**config.mk**
```make
export PLATFORM = sky130hd
export DESIGN_NAME = lru_task_slot_allocator
export DESIGN_NICKNAME = d
export VERILOG_FILES = /design/src/rtl/lts_pkg.sv /design/src/rtl/lts_ram.sv /design/src/rtl/lts_scan.sv /design/src/rtl/lru_task_slot_allocator.sv
export SDC_FILE = /design/constraint.sdc
export NUM_CORES = 1
export LEC_CHECK = 0
export ABC_AREA = 1
export BUFFER_PORTS_ARGS = -buffer_cell sky130_fd_sc_hd__buf_2
export CORE_MARGIN = 4
export CORE_UTILIZATION = 30
export CTS_BUF_LIST = sky130_fd_sc_hd__clkbuf_16
export CTS_CLUSTER_DIAMETER = 50
export DETAILED_ROUTE_END_ITERATION = 8
export PLACE_DENSITY = 0.45
export SLEW_MARGIN = 40
export SYNTH_ARGS = -nofsm -noshare
export SYNTH_HDL_FRONTEND = slang
export SYNTH_SLANG_ARGS = --single-unit
```
**constraint.sdc**
```tcl
create_clock -name clk_i -period 4.8 [get_ports clk_i]
set_input_delay 0.72 -clock clk_i [delete_from_list [all_inputs] [get_ports clk_i]]
set_output_delay 0.72 -clock clk_i [all_outputs]
set_load 0.005 [all_outputs]
```
**src/rtl/lts_pkg.sv**
```systemverilog
// Package with shared types, codes and defaults for the LRU task slot allocator.
`default_nettype none
package lts_pkg;

  localparam int unsigned SlotCountDef = 16;
  localparam int unsigned StampBitsDef = 32;

  localparam logic OP_USE     = 1'b0;
  localparam logic OP_RELEASE = 1'b1;

  localparam logic [1:0] STATUS_OK    = 2'd0;
  localparam logic [1:0] STATUS_BUSY  = 2'd1;
  localparam logic [1:0] STATUS_EMPTY = 2'd2;

  typedef struct packed {
    logic        operation;
    logic        holds_slot;
    logic [3:0]  slot_index;
    logic [31:0] now;
  } req_t;

  typedef struct packed {
    logic [3:0] granted_slot;
    logic       evicted;
    logic [3:0] victim_slot;
    logic [1:0] status;
  } rsp_t;

  typedef struct packed {
    logic clear;
    logic cmp_en;
    logic cmp_free;
  } scan_ctl_t;

endpackage
`default_nettype wire

```
**src/rtl/lts_ram.sv**
```systemverilog
// Generic single-write, single-read RAM with registered read data.
`default_nettype none
module lts_ram #(
  parameter int unsigned WIDTH = 32,
  parameter int unsigned DEPTH = 16
) (
  input  wire logic                     clk_i,
  input  wire logic                     we_i,
  input  wire logic [$clog2(DEPTH)-1:0] waddr_i,
  input  wire logic [WIDTH-1:0]         wdata_i,
  input  wire logic                     re_i,
  input  wire logic [$clog2(DEPTH)-1:0] raddr_i,
  output logic      [WIDTH-1:0]         rdata_o
);

  logic [WIDTH-1:0] mem_q [DEPTH];

  always_ff @(posedge clk_i) begin
    if (we_i) begin
      mem_q[waddr_i] <= wdata_i;
    end
    if (re_i) begin
      rdata_o <= mem_q[raddr_i];
    end
  end

endmodule
`default_nettype wire

```
**src/rtl/lts_scan.sv**
```systemverilog
// Shared compare unit that tracks the first free slot and the oldest stamp over a scan.
`default_nettype none
module lts_scan #(
  parameter int unsigned SLOT_COUNT = lts_pkg::SlotCountDef,
  parameter int unsigned STAMP_BITS = lts_pkg::StampBitsDef,
  localparam int unsigned SlotBits  = $clog2(SLOT_COUNT)
) (
  input  wire logic                  clk_i,
  input  wire logic                  rst_ni,
  input  wire lts_pkg::scan_ctl_t    ctl_i,
  input  wire logic [SlotBits-1:0]   cmp_idx_i,
  input  wire logic [STAMP_BITS-1:0] stamp_i,
  output logic                       found_free_o,
  output logic      [SlotBits-1:0]   free_idx_o,
  output logic      [SlotBits-1:0]   oldest_idx_o
);
  import lts_pkg::*;

  logic                  found_q, found_d;
  logic                  first_q, first_d;
  logic [SlotBits-1:0]   free_idx_q, free_idx_d;
  logic [SlotBits-1:0]   old_idx_q, old_idx_d;
  logic [STAMP_BITS-1:0] oldest_q, oldest_d;

  always_comb begin
    found_d    = found_q;
    first_d    = first_q;
    free_idx_d = free_idx_q;
    old_idx_d  = old_idx_q;
    oldest_d   = oldest_q;
    if (ctl_i.clear) begin
      found_d = 1'b0;
      first_d = 1'b1;
    end else if (ctl_i.cmp_en) begin
      if (!found_q && ctl_i.cmp_free) begin
        found_d    = 1'b1;
        free_idx_d = cmp_idx_i;
      end
      if (first_q || (stamp_i < oldest_q)) begin
        oldest_d  = stamp_i;
        old_idx_d = cmp_idx_i;
      end
      first_d = 1'b0;
    end
  end

  always_ff @(posedge clk_i or negedge rst_ni) begin
    if (!rst_ni) begin
      found_q <= 1'b0;
      first_q <= 1'b1;
    end else begin
      found_q <= found_d;
      first_q <= first_d;
    end
  end

  always_ff @(posedge clk_i) begin
    free_idx_q <= free_idx_d;
    old_idx_q  <= old_idx_d;
    oldest_q   <= oldest_d;
  end

  assign found_free_o = found_q;
  assign free_idx_o   = free_idx_q;
  assign oldest_idx_o = old_idx_q;

endmodule
`default_nettype wire

```
**src/rtl/lru_task_slot_allocator.sv**
```systemverilog
// Top level of the LRU task slot allocator: sequencer, slot state and response register.
//
//   channel | direction | handshake               | payload
//   in      | input     | in_valid_i / in_stall_o  | in_req_i  (lts_pkg::req_t)
//   out     | output    | out_valid_o / out_stall_i | out_rsp_o (lts_pkg::rsp_t)
//
// A release, or a use of a slot the task already holds, skips the scan and goes from idle
// straight to its release or write state, which loads the response register. A use that
// needs a slot first scans the stamp RAM through its single read port, one slot per cycle.
// Reset frees every slot and clears the running slot; the stamp RAM needs no clearing.
// While a request is in work in_stall_o is high; a stalled response holds the sequencer.
`default_nettype none
module lru_task_slot_allocator #(
  parameter int unsigned SLOT_COUNT = lts_pkg::SlotCountDef,
  parameter int unsigned STAMP_BITS = lts_pkg::StampBitsDef
) (
  input  wire logic          clk_i,
  input  wire logic          rst_ni,
  input  wire logic          in_valid_i,
  output logic               in_stall_o,
  input  wire lts_pkg::req_t in_req_i,
  output logic               out_valid_o,
  input  wire logic          out_stall_i,
  output lts_pkg::rsp_t      out_rsp_o
);
  import lts_pkg::*;

  localparam int unsigned SlotBits = $clog2(SLOT_COUNT);
  localparam logic [SlotBits-1:0] LastSlot = SlotBits'(SLOT_COUNT - 1);

  localparam logic [2:0] S_IDLE  = 3'd0;
  localparam logic [2:0] S_SCAN  = 3'd1;
  localparam logic [2:0] S_DRAIN = 3'd2;
  localparam logic [2:0] S_WRITE = 3'd3;
  localparam logic [2:0] S_REL   = 3'd4;

  logic [2:0]            state_q, state_d;
  logic [SlotBits-1:0]   cnt_q, cnt_d;
  logic                  rd_vld_q, rd_vld_d;
  logic [SlotBits-1:0]   rd_idx_q, rd_idx_d;
  logic [SLOT_COUNT-1:0] free_q, free_d;
  logic                  run_vld_q, run_vld_d;
  logic [SlotBits-1:0]   run_slot_q, run_slot_d;
  logic                  out_valid_q, out_valid_d;
  rsp_t                  rsp_q, rsp_d;
  req_t                  req_q, req_d;
  logic                  hold_q, hold_d;

  logic                  ram_we, ram_re;
  logic [SlotBits-1:0]   ram_waddr;
  logic [STAMP_BITS-1:0] ram_rdata;
  scan_ctl_t             scan_ctl;
  logic                  found_free;
  logic [SlotBits-1:0]   free_idx, oldest_idx;
  logic                  load_out;
  logic                  out_busy;
  logic                  req_in_range, in_in_range;
  logic [SlotBits-1:0]   req_slot, sel_slot;

  assign out_busy     = out_valid_q && out_stall_i;
  assign req_in_range = 32'(req_q.slot_index) < 32'(SLOT_COUNT);
  assign in_in_range  = 32'(in_req_i.slot_index) < 32'(SLOT_COUNT);
  assign req_slot     = SlotBits'(req_q.slot_index);
  assign sel_slot     = hold_q ? req_slot : (found_free ? free_idx : oldest_idx);

  always_comb begin
    state_d    = state_q;
    cnt_d      = cnt_q;
    rd_vld_d   = 1'b0;
    rd_idx_d   = cnt_q;
    free_d     = free_q;
    run_vld_d  = run_vld_q;
    run_slot_d = run_slot_q;
    req_d      = req_q;
    hold_d     = hold_q;
    ram_we     = 1'b0;
    ram_re     = 1'b0;
    ram_waddr  = sel_slot;
    scan_ctl   = '{clear: 1'b0, cmp_en: rd_vld_q, cmp_free: free_q[rd_idx_q]};
    load_out   = 1'b0;
    rsp_d      = '0;
    unique case (state_q)
      S_IDLE: begin
        if (in_valid_i) begin
          req_d  = in_req_i;
          hold_d = in_req_i.holds_slot && in_in_range;
          if (in_req_i.operation == OP_RELEASE) begin
            state_d = S_REL;
          end else if (in_req_i.holds_slot && in_in_range) begin
            state_d = S_WRITE;
          end else begin
            state_d        = S_SCAN;
            cnt_d          = '0;
            scan_ctl.clear = 1'b1;
          end
        end
      end
      S_SCAN: begin
        ram_re   = 1'b1;
        rd_vld_d = 1'b1;
        rd_idx_d = cnt_q;
        cnt_d    = cnt_q + 1'b1;
        if (cnt_q == LastSlot) begin
          state_d = S_DRAIN;
        end
      end
      S_DRAIN: begin
        state_d = S_WRITE;
      end
      S_WRITE: begin
        if (!out_busy) begin
          ram_we     = 1'b1;
          run_vld_d  = 1'b1;
          run_slot_d = sel_slot;
          if (!hold_q) begin
            free_d[sel_slot] = 1'b0;
          end
          rsp_d.granted_slot = 4'(sel_slot);
          rsp_d.evicted      = !hold_q && !found_free;
          rsp_d.victim_slot  = (!hold_q && !found_free) ? 4'(sel_slot) : 4'd0;
          rsp_d.status       = STATUS_OK;
          load_out           = 1'b1;
          state_d            = S_IDLE;
        end
      end
      S_REL: begin
        if (!out_busy) begin
          rsp_d.granted_slot = req_q.slot_index;
          priority if (!req_in_range || free_q[req_slot]) begin
            rsp_d.status = STATUS_EMPTY;
          end else if (run_vld_q && (run_slot_q == req_slot)) begin
            rsp_d.status = STATUS_BUSY;
          end else begin
            rsp_d.status     = STATUS_OK;
            free_d[req_slot] = 1'b1;
          end
          load_out = 1'b1;
          state_d  = S_IDLE;
        end
      end
      default: begin
        state_d = S_IDLE;
      end
    endcase
  end

  always_comb begin
    out_valid_d = out_valid_q;
    if (load_out) begin
      out_valid_d = 1'b1;
    end else if (!out_stall_i) begin
      out_valid_d = 1'b0;
    end
  end

  always_ff @(posedge clk_i or negedge rst_ni) begin
    if (!rst_ni) begin
      state_q     <= S_IDLE;
      rd_vld_q    <= 1'b0;
      free_q      <= '1;
      run_vld_q   <= 1'b0;
      run_slot_q  <= '0;
      out_valid_q <= 1'b0;
    end else begin
      state_q     <= state_d;
      rd_vld_q    <= rd_vld_d;
      free_q      <= free_d;
      run_vld_q   <= run_vld_d;
      run_slot_q  <= run_slot_d;
      out_valid_q <= out_valid_d;
    end
  end

  always_ff @(posedge clk_i) begin
    cnt_q    <= cnt_d;
    rd_idx_q <= rd_idx_d;
    req_q    <= req_d;
    hold_q   <= hold_d;
    if (load_out) begin
      rsp_q <= rsp_d;
    end
  end

  lts_ram #(
    .WIDTH (STAMP_BITS),
    .DEPTH (SLOT_COUNT)
  ) u_stamp_ram (
    .clk_i   (clk_i),
    .we_i    (ram_we),
    .waddr_i (ram_waddr),
    .wdata_i (STAMP_BITS'(req_q.now)),
    .re_i    (ram_re),
    .raddr_i (cnt_q),
    .rdata_o (ram_rdata)
  );

  lts_scan #(
    .SLOT_COUNT (SLOT_COUNT),
    .STAMP_BITS (STAMP_BITS)
  ) u_scan (
    .clk_i        (clk_i),
    .rst_ni       (rst_ni),
    .ctl_i        (scan_ctl),
    .cmp_idx_i    (rd_idx_q),
    .stamp_i      (ram_rdata),
    .found_free_o (found_free),
    .free_idx_o   (free_idx),
    .oldest_idx_o (oldest_idx)
  );

  assign in_stall_o  = (state_q != S_IDLE);
  assign out_valid_o = out_valid_q;
  assign out_rsp_o   = rsp_q;

  a_accept_busy: assert property (@(posedge clk_i) disable iff (!rst_ni)
    in_valid_i && !in_stall_o |=> in_stall_o)
    else $error("accepted request did not make the block busy");

  a_evict_full: assert property (@(posedge clk_i) disable iff (!rst_ni)
    load_out && rsp_d.evicted |-> free_q == '0)
    else $error("eviction while a free slot exists");

  a_use_running: assert property (@(posedge clk_i) disable iff (!rst_ni)
    load_out && (req_q.operation == OP_USE) |=> run_vld_q && (run_slot_q == $past(sel_slot)))
    else $error("used slot did not become the running slot");

endmodule
`default_nettype wire
```
==> metrics.txt <==
worst-skew pair later-pin latency 0.64 ns; Crit Path Max Fanout 17; Die X 305 um; Rows 108; CTS resizes 0; DRC violations left 0; CP Data Required Time 5.35 ns; RSZ-0062 raised after global routing no; CTS Buffer Depth 3; syn nets 2,109; Setup crit end kind register; CP Class reg -> reg; ys async rst share 4.19%; total power 20.2 mW; crit-path cells inv_2 > nand3_1 > nor2_1 > inv_2 > nand2_2 > o21a_1 > nand2_4 > nand2_1 > nand2_1; CP max-delay cell o21a_1; Cell Count, Final, Fillers Out 3,342; Iter 0 DRT Violations 1,239; DP HPWL 40.6 mm; Ports 55; Die ar. 93,300 um^2; hold buffers post-CTS 0; Cells after DPL 3,178; PortBufs 54; CTS tree built; routed len/inst 20.9 um; CTS Buf Count 90; Initial Util 30.4%; post-route setup TNS 0 ns; routed wire length 70.0 mm; CP max stage delay 0.66 ns; area of the multi-input gates 5980 um^2; hold_ws 0.154 ns; worst setup margin 1.50 ns; Synth Instances 2,035; met1 usage 20.0%; DIE HEIGHT 305 um; total number of vias 16.5k; syn_area_per_cell 13.0 um^2; pre-CTS setup slack 1.14 ns; Pleak 10.7 nW; post-layout util 36.1%; clk slew on worst S/H paths 0.06 ns; Yosys reg bits 668; Hold Path Class in -> async; Clock Skew 0.0280 ns; CP delay by family, top simple AND/OR/NAND/NOR gates; Distinct cells, synth 37; Post-synth EDFFs 636; area of placed instances 28,500 um^2; synthesized cell area 26,500 um^2; GR peak layer met2; maximum clock rate 0.303 GHz; post-synthesis sequential area ratio 75.0%; fin nets 2,189; WP data arrival 3.85 ns; gr ovfl total 0; H-tree depth 3; area growth from synthesis to layout 18.8%; final hold violation count 0; total track usage 14.7%; Final setup viols 0; Max-Cap Viols 0; vias in the first global route 16.6k; Final Max Tran Viols 0; Cell Pwr Density 639 nW/um^2; layout cells sized above 1 14.6%; post-route cell area 31,600 um^2; drt pass-1 iters 5; ys flop type edfxtp_1; FILL cells 8,434; Tmin final 3.30 ns; antenna fix cells 0; register area 19,900 um^2; vias per inst 4.93; Final GP Congestion 0.809; Sink Count 668; initial antenna violation count 1; Root Buffer clkbuf_16; largest net degree at the start of global routing 151; Worst Tran Pin Value 0.799 ns; Critical Path Source Type register; first-pass GRT wire length 105 mm; setup bufs post-CTS 0; peak supply drop 0.439 mV; number of nets with antenna violations after routing 0; CP bufs+invs 2; Worst slew margin 46.4%; Global Route met3 Usage 2.89%; Final Cycle Share 68.7%; synth warn 0; outcome complete, no violations; CORE AREA 87,300 um^2; GR Layer Usage met2 23.8%
-- metal layers --
| layer | routed length [um] | vias to the layer above | share of wire (%) |
|---|---|---|---|
| met5 | 0 | - | 0 |
| met4 | 2110 | 0 | 3.0 |
| met3 | 3570 | 122 | 5.1 |
| met2 | 32800 | 391 | 47 |
| met1 | 31600 | 8292 | 45 |
| li1 | - | 7684 | - |
-- logic make-up after synthesis --
family | synth area share [%]
fa+ha+maj | 1.51
buf+inv | 3.08
simple gates | 10.0
xor+xnor | 0.0330
compound gates | 10.4
flops | 75.0
-- worst paths after layout --
| check | from | to | slack (ns) | cells past startpoint |
|---|---|---|---|---|
| worst min-delay path | rst_ni | state_q[1] | 0.15 | 1 |
| worst max register to register | state_q[2] | free_q[4] | 1.50 | 9 |
| worst min register to register | cnt_q[3] | rd_idx_q[3] | 0.43 | 0 |
| worst max-delay path | state_q[2] | free_q[4] | 1.50 | 9 |
| min in group clk_i | in_req_i[15] | req_q[15] | 0.25 | 1 |
| max in group asynchronous | rst_ni | run_vld_q | 4.16 | 1 |
-- synthesized netlist by cell type, types with 4 or more instances --
cell type / number / area, um^2
edfxtp_1: 636 / 19100
nor2_1: 320 / 1200
o21ai_0: 264 / 1320
nand2_1: 199 / 747
nand3_1: 102 / 510
o22ai_1: 82 / 513
clkbuf_1: 79 / 297
inv_1: 70 / 263
o221ai_1: 51 / 447
o21ai_1: 35 / 175
ha_1: 32 / 400
a21oi_1: 27 / 135
buf_2: 21 / 105
dfstp_2: 17 / 447
inv_2: 16 / 60.1
nand2_2: 16 / 100
o211ai_1: 15 / 113
dfrtp_1: 11 / 275
buf_1: 5 / 18.8
a31oi_1: 4 / 25.0
buf_4: 4 / 30.0
dfxtp_1: 4 / 80.1
nand4_1: 4 / 25.0
-- layout by cell type, fill, tap and decap left out, types with 26 or more instances in the layout --
cell / count
edfxtp_1: 636
nor2_1: 301
o21ai_0: 264
nand2_1: 199
nand3_1: 102
clkbuf_16: 92
o22ai_1: 82
inv_1: 76
buf_2: 54
o221ai_1: 51
o21ai_1: 35
ha_1: 32
buf_4: 29
a21oi_1: 26
-- cell type report --
type                       instances  share of cell area [%]
inverter                          90                    1.10
sequential                       668                    63.1
multi-input combinational       1166                    19.0
clock buffer                      92                    7.30
tap                             1155                    4.58
clock inverter                    72                    2.44
timing repair buffer              99                    2.54
-- flip-flops by register name, summed over array words and instances (netlist names), 11 cells and up --
| name | cells |
|---|---|
| free_q | 16 |
| req_q | 32 |
| u_stamp_ram.rdata_o | 32 |
| out_rsp_o | 11 |
| u_stamp_ram.mem_q | 512 |
| u_scan.oldest_q | 32 |
-- report_power, final --
part / leakage, nW / switching (mW) / total, mW / internal, mW
Clock: 1.51 / 2.61 / 6.78 / 4.17
Sequential: 6.11 / 0.600 / 8.11 / 7.51
Combinational: 3.06 / 3.79 / 5.29 / 1.49
Total: 10.7 / 7.00 / 20.2 / 13.2
(Power assumes the default switching activity.)
